File: src/rtl/core/aapm_pkg.sv
// Shared types, constants and the segment angle table of the angle map.
package aapm_pkg;

  localparam int BRK_W      = 12;
  localparam int ANG_W      = 16;
  localparam int AVG_W      = 12;
  localparam int SPAN_W     = BRK_W + 1;
  localparam int NUM_BRK    = 5;
  localparam int CFG_IDX_W  = 3;
  localparam int CFG_DATA_W = 16;
  localparam int FRAC_SH    = 16;
  localparam int SEG_ANG_W  = 32;

  // pi/4 in Q0.29
  localparam int QPI_W = 30;
  localparam logic signed [QPI_W-1:0] QPI_FINE = 30'sd421657428;

  localparam logic [BRK_W-1:0] BRK0_RST = 12'd0;
  localparam logic [BRK_W-1:0] BRK1_RST = 12'd1024;
  localparam logic [BRK_W-1:0] BRK2_RST = 12'd2048;
  localparam logic [BRK_W-1:0] BRK3_RST = 12'd3072;
  localparam logic [BRK_W-1:0] BRK4_RST = 12'd4095;

  typedef enum logic [CFG_IDX_W-1:0] {
    REG_BREAK_0    = 3'd0,
    REG_BREAK_1    = 3'd1,
    REG_BREAK_2    = 3'd2,
    REG_BREAK_3    = 3'd3,
    REG_BREAK_4    = 3'd4,
    REG_BASE_ANGLE = 3'd5
  } cfg_reg_t;

  typedef logic [1:0] seg_t;
  typedef logic [NUM_BRK-1:0][BRK_W-1:0] brk_vec_t;

  typedef struct packed {
    brk_vec_t                brk;
    logic signed [ANG_W-1:0] base_angle;
  } cfg_t;

  // k * pi/4 in Q2.29
  function automatic logic signed [SEG_ANG_W-1:0] seg_angle(input seg_t k);
    logic signed [SEG_ANG_W-1:0] r;
    case (k)
      2'd0:    r = 32'sd0;
      2'd1:    r = 32'sd421657428;
      2'd2:    r = 32'sd843314856;
      2'd3:    r = 32'sd1264972284;
      default: r = 32'sd0;
    endcase
    return r;
  endfunction

endpackage

File: src/rtl/core/adc_average_piecewise_angle_map_unit.sv
// Top level: averages potentiometer samples and maps each mean to a joint angle.
// Input channel (in_valid / in_stall / sample): one raw converter reading per
// item. Every AVG_SAMPLES items close a group; the group sum goes into a
// two-entry queue and the front end keeps taking samples of the next group.
// in_stall rises only when the group-closing item finds the queue full.
// Output channel (out_valid / out_stall / avg_raw / angle / saturated): one
// item per group. avg_raw is the truncated mean, angle the Q2.13 radian
// angle by piecewise-linear interpolation over five breakpoints, clipped
// with saturated set. A stalled output holds its item; the back end waits
// in its last step until the output register frees up.
// The back end handles one group sum at a time: mean, segment pick, then the
// one-bit-per-cycle serial divider (DVD_W = wider of mean and AVG_W + 29,
// 41 at defaults); a zero-width segment skips the divider. It pops the next
// sum from the queue only after its result has gone to the output register.
// Config channel (cfg_valid / cfg_ready / cfg_index / cfg_data): always
// ready; indexes 0..4 are breakpoints, 5 the base angle, others ignored.
// Write only while the block is idle.
// Reset (rst, synchronous): empties the queue and the partial group, clears
// out_valid and restores the default breakpoints and base angle.
module adc_average_piecewise_angle_map_unit
  import aapm_pkg::*;
#(
  parameter int AVG_SAMPLES = 4,
  parameter int SAMPLE_BITS = 12
) (
  input  logic                    clk,
  input  logic                    rst,
  input  logic                    in_valid,
  output logic                    in_stall,
  input  logic [SAMPLE_BITS-1:0]  sample,
  output logic                    out_valid,
  input  logic                    out_stall,
  output logic [AVG_W-1:0]        avg_raw,
  output logic signed [ANG_W-1:0] angle,
  output logic                    saturated,
  input  logic                    cfg_valid,
  output logic                    cfg_ready,
  input  logic [CFG_IDX_W-1:0]    cfg_index,
  input  logic [CFG_DATA_W-1:0]   cfg_data
);

  localparam int SUM_W = SAMPLE_BITS + $clog2(AVG_SAMPLES);

  cfg_t cfg;

  logic             push;
  logic [SUM_W-1:0] push_data;
  logic             fifo_full;
  logic             pop;
  logic [SUM_W-1:0] pop_data;
  logic             fifo_empty;

  // configuration registers, written any cycle
  assign cfg_ready = 1'b1;

  always_ff @(posedge clk) begin
    if (rst) begin
      cfg.brk[0]     <= BRK0_RST;
      cfg.brk[1]     <= BRK1_RST;
      cfg.brk[2]     <= BRK2_RST;
      cfg.brk[3]     <= BRK3_RST;
      cfg.brk[4]     <= BRK4_RST;
      cfg.base_angle <= '0;
    end else if (cfg_valid && cfg_ready) begin
      case (cfg_reg_t'(cfg_index))
        REG_BREAK_0:    cfg.brk[0]     <= cfg_data[BRK_W-1:0];
        REG_BREAK_1:    cfg.brk[1]     <= cfg_data[BRK_W-1:0];
        REG_BREAK_2:    cfg.brk[2]     <= cfg_data[BRK_W-1:0];
        REG_BREAK_3:    cfg.brk[3]     <= cfg_data[BRK_W-1:0];
        REG_BREAK_4:    cfg.brk[4]     <= cfg_data[BRK_W-1:0];
        REG_BASE_ANGLE: cfg.base_angle <= $signed(cfg_data[ANG_W-1:0]);
        default: ;
      endcase
    end
  end

  // sample accumulation
  aapm_front #(
    .AVG_SAMPLES (AVG_SAMPLES),
    .SAMPLE_BITS (SAMPLE_BITS)
  ) u_front (
    .clk       (clk),
    .rst       (rst),
    .in_valid  (in_valid),
    .in_stall  (in_stall),
    .sample    (sample),
    .push      (push),
    .push_data (push_data),
    .fifo_full (fifo_full)
  );

  // group sums waiting for the back end
  aapm_fifo #(
    .WIDTH (SUM_W)
  ) u_fifo (
    .clk       (clk),
    .rst       (rst),
    .push      (push),
    .push_data (push_data),
    .full      (fifo_full),
    .pop       (pop),
    .pop_data  (pop_data),
    .empty     (fifo_empty)
  );

  // mean, interpolation and output register
  aapm_back #(
    .AVG_SAMPLES (AVG_SAMPLES),
    .SAMPLE_BITS (SAMPLE_BITS)
  ) u_back (
    .clk        (clk),
    .rst        (rst),
    .cfg        (cfg),
    .pop        (pop),
    .pop_data   (pop_data),
    .fifo_empty (fifo_empty),
    .out_valid  (out_valid),
    .out_stall  (out_stall),
    .avg_raw    (avg_raw),
    .angle      (angle),
    .saturated  (saturated)
  );

endmodule

File: src/rtl/core/aapm_fifo.sv
// Two-entry queue of group sums between the front and back ends.
module aapm_fifo #(
  parameter int WIDTH = 14
) (
  input  logic             clk,
  input  logic             rst,
  input  logic             push,
  input  logic [WIDTH-1:0] push_data,
  output logic             full,
  input  logic             pop,
  output logic [WIDTH-1:0] pop_data,
  output logic             empty
);

  localparam int DEPTH = 2;
  localparam int PTR_W = $clog2(DEPTH);
  localparam int CNT_W = $clog2(DEPTH + 1);

  logic [WIDTH-1:0] mem [DEPTH];
  logic [PTR_W-1:0] wr_ptr;
  logic [PTR_W-1:0] rd_ptr;
  logic [CNT_W-1:0] count;

  assign full     = (count == CNT_W'(DEPTH));
  assign empty    = (count == '0);
  assign pop_data = mem[rd_ptr];

  always_ff @(posedge clk) begin
    if (rst) begin
      wr_ptr <= '0;
      rd_ptr <= '0;
      count  <= '0;
    end else begin
      if (push) begin
        wr_ptr <= wr_ptr + 1'b1;
      end
      if (pop) begin
        rd_ptr <= rd_ptr + 1'b1;
      end
      if (push && !pop) begin
        count <= count + 1'b1;
      end else if (pop && !push) begin
        count <= count - 1'b1;
      end
    end
  end

  always_ff @(posedge clk) begin
    if (push) begin
      mem[wr_ptr] <= push_data;
    end
  end

endmodule

File: src/rtl/core/aapm_front.sv
// Front end: takes samples, sums each group and queues the finished sum.
module aapm_front #(
  parameter int AVG_SAMPLES = 4,
  parameter int SAMPLE_BITS = 12
) (
  input  logic                   clk,
  input  logic                   rst,
  input  logic                   in_valid,
  output logic                   in_stall,
  input  logic [SAMPLE_BITS-1:0] sample,
  output logic                   push,
  output logic [SAMPLE_BITS+$clog2(AVG_SAMPLES)-1:0] push_data,
  input  logic                   fifo_full
);

  localparam int SUM_W = SAMPLE_BITS + $clog2(AVG_SAMPLES);
  localparam int CNT_W = (AVG_SAMPLES > 1) ? $clog2(AVG_SAMPLES) : 1;

  logic [SUM_W-1:0] sample_sum;
  logic [CNT_W-1:0] sample_count;
  logic [SUM_W-1:0] sum_add;
  logic             last;
  logic             accept;

  assign last      = (sample_count == CNT_W'(AVG_SAMPLES - 1));
  // only the group-closing item needs queue space
  assign in_stall  = fifo_full && last;
  assign accept    = in_valid && !in_stall;
  assign sum_add   = sample_sum + SUM_W'(sample);
  assign push      = accept && last;
  assign push_data = sum_add;

  always_ff @(posedge clk) begin
    if (rst) begin
      sample_sum   <= '0;
      sample_count <= '0;
    end else if (accept) begin
      if (last) begin
        sample_sum   <= '0;
        sample_count <= '0;
      end else begin
        sample_sum   <= sum_add;
        sample_count <= sample_count + 1'b1;
      end
    end
  end

endmodule

File: src/rtl/core/aapm_div.sv
// Serial restoring divider, one quotient bit per cycle, unsigned operands.
module aapm_div #(
  parameter int DVD_W = 41,
  parameter int DVS_W = 12
) (
  input  logic             clk,
  input  logic             rst,
  input  logic             start,
  input  logic [DVD_W-1:0] dividend,
  input  logic [DVS_W-1:0] divisor,
  output logic             done,
  output logic [DVD_W-1:0] quotient
);

  localparam int CNT_W = $clog2(DVD_W);

  logic             running;
  logic [CNT_W-1:0] cnt;
  logic [DVS_W-1:0] rem;
  logic [DVS_W-1:0] dvs;
  logic [DVD_W-1:0] quo;
  logic [DVS_W:0]   trial;
  logic [DVS_W:0]   trial_sub;
  logic             ge;

  assign trial     = {rem, quo[DVD_W-1]};
  assign ge        = (trial >= {1'b0, dvs});
  assign trial_sub = trial - {1'b0, dvs};
  assign quotient  = quo;

  always_ff @(posedge clk) begin
    if (rst) begin
      running <= 1'b0;
      done    <= 1'b0;
      cnt     <= '0;
    end else begin
      // pulse on the cycle after the last quotient bit
      done <= !start && running && (cnt == '0);
      if (start) begin
        running <= 1'b1;
        cnt     <= CNT_W'(DVD_W - 1);
      end else if (running) begin
        if (cnt == '0) begin
          running <= 1'b0;
        end else begin
          cnt <= cnt - 1'b1;
        end
      end
    end
  end

  always_ff @(posedge clk) begin
    if (start) begin
      rem <= '0;
      quo <= dividend;
      dvs <= divisor;
    end else if (running) begin
      rem <= ge ? trial_sub[DVS_W-1:0] : trial[DVS_W-1:0];
      quo <= {quo[DVD_W-2:0], ge};
    end
  end

endmodule

File: src/rtl/core/aapm_back.sv
// Back end: mean, segment pick, interpolation through the divider, saturation.
module aapm_back
  import aapm_pkg::*;
#(
  parameter int AVG_SAMPLES = 4,
  parameter int SAMPLE_BITS = 12
) (
  input  logic                    clk,
  input  logic                    rst,
  input  cfg_t                    cfg,
  output logic                    pop,
  input  logic [SAMPLE_BITS+$clog2(AVG_SAMPLES)-1:0] pop_data,
  input  logic                    fifo_empty,
  output logic                    out_valid,
  input  logic                    out_stall,
  output logic [AVG_W-1:0]        avg_raw,
  output logic signed [ANG_W-1:0] angle,
  output logic                    saturated
);

  localparam int SUM_W  = SAMPLE_BITS + $clog2(AVG_SAMPLES);
  localparam int MEAN_W = SAMPLE_BITS;
  localparam int RCP_W  = SUM_W + 1;
  localparam int PROD_W = SUM_W + RCP_W;
  localparam int MAX_W  = (MEAN_W > AVG_W) ? MEAN_W : AVG_W;
  localparam int DIFF_W = MAX_W + 1;
  localparam int NUM_W  = DIFF_W + QPI_W;
  localparam int DVD_W  = DIFF_W + QPI_W - 2;
  localparam int DVS_W  = BRK_W;
  localparam int FINE_W = DVD_W + 2;
  localparam int SAT_W  = FINE_W - FRAC_SH;
  localparam logic [RCP_W-1:0] RECIP = RCP_W'((64'd1 << SUM_W) / AVG_SAMPLES);
  localparam logic signed [SAT_W-1:0] SAT_MAX = SAT_W'(32767);
  localparam logic signed [SAT_W-1:0] SAT_MIN = SAT_W'(-32768);

  typedef enum logic [3:0] {
    S_IDLE,
    S_MEAN_MUL,
    S_MEAN_FIX,
    S_SEG,
    S_MUL,
    S_START,
    S_DIV,
    S_FINE,
    S_SAT
  } state_t;

  state_t state;

  logic [SUM_W-1:0]         sum_q;
  logic [PROD_W-1:0]        mprod;
  logic [MEAN_W-1:0]        mean;
  seg_t                     seg;
  logic signed [DIFF_W-1:0] diff;
  logic signed [SPAN_W-1:0] span;
  logic signed [NUM_W-1:0]  prod;
  logic                     span_zero;
  logic                     neg;
  logic signed [FINE_W-1:0] frac;
  logic signed [FINE_W-1:0] fine;

  // mean correction
  logic [MEAN_W-1:0] q_est;
  logic [SUM_W-1:0]  q_back;
  logic [SUM_W-1:0]  q_rem;
  logic [MEAN_W-1:0] mean_fix;

  always_comb begin
    q_est    = mprod[SUM_W +: MEAN_W];
    q_back   = SUM_W'(SUM_W'(q_est) * SUM_W'(AVG_SAMPLES));
    q_rem    = sum_q - q_back;
    mean_fix = (q_rem >= SUM_W'(AVG_SAMPLES)) ? q_est + 1'b1 : q_est;
  end

  // segment select
  logic signed [DIFF_W-1:0] mean_s;
  logic signed [DIFF_W-1:0] brk_s [NUM_BRK];
  logic signed [DIFF_W-1:0] lo_s;
  logic signed [DIFF_W-1:0] hi_s;
  logic signed [DIFF_W-1:0] span_full;
  seg_t                     seg_sel;

  always_comb begin
    mean_s = $signed({1'b0, MAX_W'(mean)});
    for (int i = 0; i < NUM_BRK; i++) begin
      brk_s[i] = $signed({1'b0, MAX_W'(cfg.brk[i])});
    end
    if (mean_s <= brk_s[1]) begin
      seg_sel = 2'd0;
    end else if (mean_s <= brk_s[2]) begin
      seg_sel = 2'd1;
    end else if (mean_s <= brk_s[3]) begin
      seg_sel = 2'd2;
    end else begin
      seg_sel = 2'd3;
    end
    case (seg_sel)
      2'd0:    begin lo_s = brk_s[0]; hi_s = brk_s[1]; end
      2'd1:    begin lo_s = brk_s[1]; hi_s = brk_s[2]; end
      2'd2:    begin lo_s = brk_s[2]; hi_s = brk_s[3]; end
      default: begin lo_s = brk_s[3]; hi_s = brk_s[4]; end
    endcase
    span_full = hi_s - lo_s;
  end

  // divider operands are magnitudes, sign is put back afterwards
  logic signed [NUM_W-1:0]  prod_abs;
  logic signed [SPAN_W-1:0] span_abs;
  logic                     div_start;
  logic                     div_done;
  logic [DVD_W-1:0]         div_quo;
  logic signed [FINE_W-1:0] quo_s;

  assign prod_abs  = prod[NUM_W-1] ? -prod : prod;
  assign span_abs  = span[SPAN_W-1] ? -span : span;
  assign div_start = (state == S_START) && !span_zero;
  assign quo_s     = $signed({2'b00, div_quo});

  aapm_div #(
    .DVD_W (DVD_W),
    .DVS_W (DVS_W)
  ) u_div (
    .clk      (clk),
    .rst      (rst),
    .start    (div_start),
    .dividend (prod_abs[DVD_W-1:0]),
    .divisor  (span_abs[DVS_W-1:0]),
    .done     (div_done),
    .quotient (div_quo)
  );

  // fine angle, truncate toward zero, clip
  logic signed [FINE_W-1:0] base_ext;
  logic signed [FINE_W-1:0] seg_ext;
  logic signed [FINE_W-1:0] rnd;
  logic signed [FINE_W-1:0] fine_rnd;
  logic signed [SAT_W-1:0]  ang_full;
  logic                     sat_hi;
  logic                     sat_lo;

  always_comb begin
    base_ext = $signed({{(FINE_W-ANG_W-FRAC_SH){cfg.base_angle[ANG_W-1]}},
                        cfg.base_angle, {FRAC_SH{1'b0}}});
    seg_ext  = $signed({{(FINE_W-SEG_ANG_W){1'b0}}, seg_angle(seg)});
    rnd      = fine[FINE_W-1] ? $signed(FINE_W'({FRAC_SH{1'b1}})) : '0;
    fine_rnd = fine + rnd;
    ang_full = fine_rnd[FINE_W-1:FRAC_SH];
    sat_hi   = (ang_full > SAT_MAX);
    sat_lo   = (ang_full < SAT_MIN);
  end

  // output register is empty or being taken this cycle
  logic out_free;

  assign out_free = !out_valid || !out_stall;
  assign pop      = (state == S_IDLE) && !fifo_empty;

  always_ff @(posedge clk) begin
    if (rst) begin
      state     <= S_IDLE;
      out_valid <= 1'b0;
    end else begin
      if ((state == S_SAT) && out_free) begin
        out_valid <= 1'b1;
      end else if (!out_stall) begin
        out_valid <= 1'b0;
      end
      case (state)
        S_IDLE: begin
          if (!fifo_empty) begin
            sum_q <= pop_data;
            state <= S_MEAN_MUL;
          end
        end
        S_MEAN_MUL: begin
          mprod <= PROD_W'(sum_q) * PROD_W'(RECIP);
          state <= S_MEAN_FIX;
        end
        S_MEAN_FIX: begin
          mean  <= mean_fix;
          state <= S_SEG;
        end
        S_SEG: begin
          seg   <= seg_sel;
          diff  <= mean_s - lo_s;
          span  <= span_full[SPAN_W-1:0];
          state <= S_MUL;
        end
        S_MUL: begin
          prod      <= diff * QPI_FINE;
          span_zero <= (span == '0);
          state     <= S_START;
        end
        S_START: begin
          neg <= prod[NUM_W-1] ^ span[SPAN_W-1];
          if (span_zero) begin
            // flat segment lands on its upper angle
            frac  <= $signed({{(FINE_W-QPI_W){1'b0}}, QPI_FINE});
            state <= S_FINE;
          end else begin
            state <= S_DIV;
          end
        end
        S_DIV: begin
          if (div_done) begin
            frac  <= neg ? -quo_s : quo_s;
            state <= S_FINE;
          end
        end
        S_FINE: begin
          fine  <= base_ext + seg_ext + frac;
          state <= S_SAT;
        end
        S_SAT: begin
          if (out_free) begin
            avg_raw   <= AVG_W'(MAX_W'(mean));
            saturated <= sat_hi || sat_lo;
            if (sat_hi) begin
              angle <= 16'sh7FFF;
            end else if (sat_lo) begin
              angle <= -16'sh8000;
            end else begin
              angle <= ang_full[ANG_W-1:0];
            end
            state <= S_IDLE;
          end
        end
        default: state <= S_IDLE;
      endcase
    end
  end

endmodule

File: config.mk
export PLATFORM = sky130hd
export DESIGN_NAME = adc_average_piecewise_angle_map_unit
export DESIGN_NICKNAME = d
export VERILOG_FILES = /design/src/rtl/core/aapm_pkg.sv /design/src/rtl/core/adc_average_piecewise_angle_map_unit.sv /design/src/rtl/core/aapm_fifo.sv /design/src/rtl/core/aapm_front.sv /design/src/rtl/core/aapm_div.sv /design/src/rtl/core/aapm_back.sv
export SDC_FILE = /design/constraint.sdc
export NUM_CORES = 1
export LEC_CHECK = 0
export BUFFER_PORTS_ARGS = -buffer_cell sky130_fd_sc_hd__buf_4
export CORE_AREA = 10 10 356 254
export DETAILED_ROUTE_END_ITERATION = 10
export DIE_AREA = 0 0 366 264
export HOLD_SLACK_MARGIN = 0.03
export PLACE_DENSITY = 0.52
export SLEW_MARGIN = 20
export SYNTH_ARGS = -nofsm -noshare
export SYNTH_HDL_FRONTEND = slang
export SYNTH_SLANG_ARGS = --single-unit
File: constraint.sdc
create_clock -name clk -period 13.1 [get_ports clk]
set_clock_uncertainty 0.15 [all_clocks]
set_input_delay 0 -clock clk [delete_from_list [all_inputs] [get_ports clk]]
set_output_delay 0 -clock clk [all_outputs]
set_load 0.1 [all_outputs]
**Word-level counts from Yosys, hierarchy flattened**

Memory sizes are Yosys's and may differ from the RTL's. A register that Yosys moved wholly into a read port is not among the register bits.
Cells that the tools add are included.

- Memories kept: 1
- Memory bits (writable): 28
- Flip-flop bits (word level): 386
- Input port bits: 36

Memories:

| name | words | width | read ports | clocked after memory_dff | wr ports | line | RTL |
|---|---|---|---|---|---|---|---|
| u_fifo.mem | 2 | 14 | 1 | 1 | 1 | aapm_fifo.sv:19 | `logic [WIDTH-1:0] mem [DEPTH];` |

- Equality and inequality tests: 26
- Muxes and demuxes: 37
- Magnitude comparators: 7
- $mul: 1
- Bitwise logic cells: 4
- Add/sub/neg operators: 18
- Reduce and logical (&&, ||, !) cells: 49

Operators by type and width:

| cell | number |
|---|---|
| $mux 43 | 3 |
| $pmux 32 s4 | 1 |
| $mux 41 | 3 |
| $add 43x43->43 | 2 |
| $pmux 43 s2 | 1 |
| $pmux 12 s3 | 2 |
| $neg 41->43 | 1 |
| $mul 13x28->41 const B | 1 |
| $neg 41->41 | 1 |
| $le 12x12->1 | 3 |
| $mux 12 | 3 |
| $pmux 4 s9 | 1 |
| $add 32x33->34 | 1 |
| $mux 16 | 2 |
| $reduce_and 2->1 | 14 |
| $gt 27x16->1 const B | 1 |
| $lt 27x16->1 const B | 1 |
| $sub 12x12->13 | 2 |
| $mux 6 | 3 |
| $eq 4x3->1 const B | 4 |
| $add 14x12->14 | 1 |
| $ge 14x3->1 const B | 1 |
| $mux 14 | 1 |
| $sub 14x14->14 | 1 |
| other kinds (35) | 88 |

**Depth between registers and ports, before layout**

- Depth after elaboration: 9
- Gate-level depth with buffers: 26
- Gate-level depth less buffers: 23

**By module**

Synthesis repeated with hierarchy kept, for this count alone.

- Cells, all modules: 2,961
- Area, all modules: 30,964.7 sq um

By module, submodules not included:

| module | area each (sq um) | instances | cells each |
|---|---|---|---|
| aapm_back | 21,921.0 | 1 | 2,184 |
| aapm_div | 3,666.0 | 1 | 299 |
| adc_average_piecewise_angle_map_unit | 3,044.2 | 1 | 285 |
| aapm_fifo | 1,213.7 | 1 | 65 |
| aapm_front | 1,119.8 | 1 | 128 |

**Worst setup path before layout**

Ideal clock, no wire load.

- Kind: reg-to-reg
- From: register u_back.diff[1]
- To: register u_back.prod[40] (data pin)
- Clock period less this slack: 6.253 ns
- Setup time: 0.258 ns
- Data arrival time: 5.846 ns
- Required time: 12.692 ns
- Stages on the path, launching flop included: 21
- Slack: 6.847 ns
- Cells stage by stage: edfxtp_1 -> inv_1 -> fa_1 -> fa_1 -> fa_1 -> inv_1 -> fa_1 -> fa_1 -> inv_1 -> fa_1 -> inv_1 -> ha_1 -> a211oi_1 -> o21ai_0 -> o21bai_1 -> a41oi_1 -> a31oi_1 -> o211a_1 -> a221oi_1 -> nor2b_1 -> xnor2_1

- Cells in the longest elaborated chain, start to end: 1

Ends and longest elaborated chain:

| element | line | RTL |
|---|---|---|
| start, declared | aapm_back.sv:54 | `logic signed [DIFF_W-1:0] diff;` |
| start signal, assigned | aapm_back.sv:185 | `diff <= mean_s - lo_s;` |
| $mul 13x28->41 | aapm_back.sv:190 | `prod <= diff * QPI_FINE;` |
| end signal, assigned | aapm_back.sv:190 |  |
| end, declared | aapm_back.sv:56 | `logic signed [NUM_W-1:0] prod;` |

Every way passes these cells.
A chain may end at the register's enable or synchronous reset.

**Final worst setup path**

- From: register u_back.diff[1]
- To: register u_back.prod[42] (data pin)

The elaborated chain is that of the path after synthesis.

==> metrics.sh <==
PLACE_CONGESTION=0.901
YOSYSMOSTFREQUENTCELL='ha_1'
PLACEMENT.SETUP.WORST_SLACK_NS=6.14
IO_PINS=68
ANT_NETS=0
PWR_DENSITY_CELL_nW_PER_UM2=143
DETAIL_ROUTE.WL_PER_CELL_UM=18.4
FF_LATCH_AREA_UM2=11400
WORSTMARGINPINSLEW_NS=1.19
COREAREA_UM2=83600
DRIVE_ABOVE_1_SHARE_PCT=7.41
DP.CELLS=4160
NFILLCELLS=8252
MAX_CAP_VIOLATIONS=0
WORST_SLACK_NS=6.19
PATH_CLK_SLEW_NS=0.07
TRITONCTS='built'
AVG_CELL_AREA_SYN_UM2=9.93
ANTENNA_FOUND_INITIAL=9
SHARE_SEQ_OF_TOTAL_POWER_PCT=33.8
P_LEAK_nW=13.8
CLOCK_SINKS=419
ROUTE.DETAILED.DRC=0
FINAL_MAX_SLEW_VIOL_COUNT=0
CP_DATA_REQUIRED_TIME_NS=13.29
POST_CTS.REPAIR.SETUP_BUFFERS=0
FINAL_AREA_UM2=33900
DP_HPWL_MM=61.7
DR_VIAS=21800
TIMING.CRITICAL_PATH.ARRIVAL_NS=7.10
NNETSFINAL=3605
GRT_SETUP_UNREPAIRED='no'
TIMING.FMAX_GHz=0.145
SYNTH-SEQ-CELLS=419
DPL_CELL_AREA_UM2=31700
MAX-SLEW-MARGIN-REL_PCT=20.1
CTS_MAX_LEVEL=2
CTSROOTBUFFERMASTER='clkbuf_16'
DRT_FIRST_ITER_VIOLATIONS=1846
TOP_LAYER_USED='met5'
POSTSYNTH.ASYNCRESETSHARE_PCT=0
CP-END-KIND='flop'
COUNT_OF_FLIP_FLOPS_WITH_A_BUILT_IN_ENABLE_AFTER_SYNTHESIS=298
POWER_FRAC_COMB_PCT=36.5
STATUS='completed'
HOLD_VIOL_FINAL=0
ROWS=89
MET1_LENGTH_MM=43.1
DETAIL_ROUTE.VIAS_PER_CELL=5.08
POWER_SWITCHING_W=0.00167
CLOCKPOWERSHARE_PCT=29.8
DIE_AREA_UM2=96600
CRITICAL_PATH.REG2REG.STARTPOINT='u_back.diff[1]'
NETLIST-CELL-TYPE-COUNT=83
MAXIMUM_NUMBER_OF_PINS_ON_ONE_NET_BEFORE_GLOBAL_ROUTE_REPAIR=63
POSTSYNTHNETCOUNT=3493
SYNTH.LARGEST_AREA_CELL='edfxtp_1'
FINAL.MIN_CLOCK_PERIOD_NS=6.91
CRIT_START='u_back.diff[1]'
FIRST_PASS_ITERS=5
POWER.INTERNAL_W=0.00316
HOLD_PATH.CLASS='input port to flop'
NUMPORTBUFFERS=66
ROUTED_WIRELENGTH_MM=79.1
GRT_PASS1_WL_MM=125
MIN-DELAY-START='out_stall'
CRITPATHKIND='flop to flop'
LAYOUT-AREA-OVERHEAD-VS-SYNTH_PCT=13.5
FINISH.CELL_COUNT_WITHOUT_FILLERS=4296
MET2_LENGTH_MM=28.8
SYNTH_TOP_AREA_SHARE_PCT=30.0
YOSYS_WARNINGS=0
CRITICAL_PATH_PEAK_FANOUT=7
FIN_HOLD_WS_NS=0.122
HORIZONTAL_DIE_DIMENSION_UM=366
MULTI_INPUT_COMB_AREA_UM2=17100
FLOORPLAN.INITIALDENSITY_PCT=35.7
GRT.OVERFLOW.TOTAL=0
PERIOD_SHARE_PCT=52.8
VDD_DROP_MAX_uV=94.6
DOMINANTREGCELLSYNTH='edfxtp_1'
WORST_SETUP_SP_TYPE='flop'
NETSWITCHINGFRACTION_PCT=34.6
GRT_USE_TOTAL_PCT=16.0
POST_SYN_AREA_UM2=29900
YS_TOP_CELLS_BY_AREA='edfxtp_1 30%, ha_1 14%, dfxtp_1 8.1%'
CLOCK_LATENCY_NS=0.61
SYNTHCELLS=3009
CELLS_RESIZED_BY_POST_CTS_REPAIR=0
ROUTED_WL_MET3_MM=6.17
CTS_MADE_BUFFERS=45
SETUP_TNS_NS=0
MAX-CLOCK-PATH-BUFFERS=3
TOTAL_OF_HOLD_BUFFERS_INSERTED_AFTER_CLOCK_TREE_SYNTHESIS=51
REPORT.FINAL.SETUP_VIOL=0
VERTICAL_DIE_DIMENSION_UM=264
FIRST_GLOBAL_VIAS=20800
SYNTH-SEQ-AREA-SHARE_PCT=38.1
SYNTH_TOP_CELLS_BY_COUNT='336 x ha_1, 334 x nand2_1, 298 x edfxtp_1'
-- final timing paths --
check | endpoint | slack [ns] | cells past startpoint
max reg2reg | u_back.prod[42] | 6.19 | 20
min reg2reg | u_back.fine[0] | 0.27 | 0
min | u_back.out_valid | 0.12 | 4
max | u_back.prod[42] | 6.19 | 20
-- metal layers --
layer / global-route usage, % / up-vias
met5: 0 / -
met4: 2.75 / 2
met3: 3.57 / 68
met2: 20.6 / 566
met1: 26.4 / 10300
li1: - / 10900
-- through the flow --
stage	util (%)	total power (W)
after CTS	40.5	0.00486
after floorplan	-	0.00293
after detailed placement	38.0	0.00338
final	40.5	0.00483
after global routing	40.5	0.00516
after global placement	38.0	0.00340
-- flip-flops by register name, indices dropped and copies added (netlist names), 2 cells and up --
name,count
u_front.sample_count,2
u_fifo.mem,24
u_back.prod,40
u_back.mprod,12
u_front.sample_sum,14
u_back.frac,43
u_back.u_div.cnt,6
u_back.sum_q,12
u_back.mean,12
u_back.avg_raw,12
u_back.diff,13
u_back.fine,43
u_back.span,13
u_back.u_div.rem,12
u_fifo.count,2
u_back.u_div.dvs,12
u_back.u_div.quotient,41
cfg,76
u_back.seg,2
u_back.angle,16
u_back.state,4
-- worst max-delay path, stage by stage (launching register included) --
cell,delay [ns]
edfxtp_1,0.50
inv_1,0.15
fa_1,0.63
fa_1,0.46
fa_1,0.51
inv_1,0.05
fa_1,0.47
fa_1,0.54
inv_1,0.05
fa_1,0.50
inv_1,0.04
ha_1,0.36
a211oi_1,0.34
o21ai_0,0.16
o21bai_1,0.20
a41oi_1,0.40
a31oi_1,0.21
o211a_1,0.30
a221oi_1,0.37
a21oi_1,0.14
xnor2_1,0.14
-- logic make-up (layout without fill, tap and decap cells) --
kind of cell,after synthesis,in the layout,share of synthesized area [%]
and+or+nand+nor,830,830,13.2
AOI/OAI and AO/OA,676,676,14.5
adders and majority gates,448,448,21.6
DFF,419,419,38.1
buffers and inverters,372,521,4.69
xor gates and xnor gates,240,240,7.09
muxes,23,23,0.830
other,1,2,0.0126
-- placed cells by master (no fill, tap or decap), drive strengths merged, types with 19 or more instances in the layout --
| cell | synthesis | routed |
|---|---|---|
| ha | 336 | 336 |
| nand2 | 334 | 334 |
| edfxtp | 298 | 298 |
| inv | 287 | 290 |
| a21oi | 190 | 190 |
| nor2 | 170 | 170 |
| o21ai | 165 | 165 |
| xnor2 | 122 | 122 |
| dfxtp | 121 | 121 |
| xor2 | 117 | 117 |
| fa | 112 | 112 |
| buf | 6 | 98 |
| clkbuf | 78 | 58 |
| nor3 | 57 | 57 |
| nand3 | 57 | 57 |
| dlygate4sd3 | 0 | 51 |
| a21o | 45 | 45 |
| nor2b | 34 | 34 |
| o31ai | 34 | 34 |
| o21a | 31 | 31 |
| and3 | 31 | 31 |
| o22ai | 29 | 29 |
| nand4 | 28 | 28 |
| o221ai | 23 | 23 |
| nand2b | 21 | 21 |
| or4 | 19 | 19 |
-- area by class of cell --
class | instances | share of cell area [%]
repair buffers | 149 | 3.68
flip-flops and latches | 419 | 33.5
clock buffers | 58 | 3.77
clock inverters | 26 | 1.10
multi-input cells | 2218 | 50.5
well taps | 1137 | 4.20
diodes | 1 | 0.00738
inverters | 288 | 3.19
-- power groups by stage --
stage	Sequential, W	Clock, W	Combinational (W)
floorplan	0.00163	0	0.00130
CTS	0.00163	0.00147	0.00176
global placement	0.00166	0	0.00174
finish	0.00163	0.00144	0.00176
detailed placement	0.00166	0	0.00172
global route	0.00164	0.00152	0.00199
(Power assumes the default switching activity.)
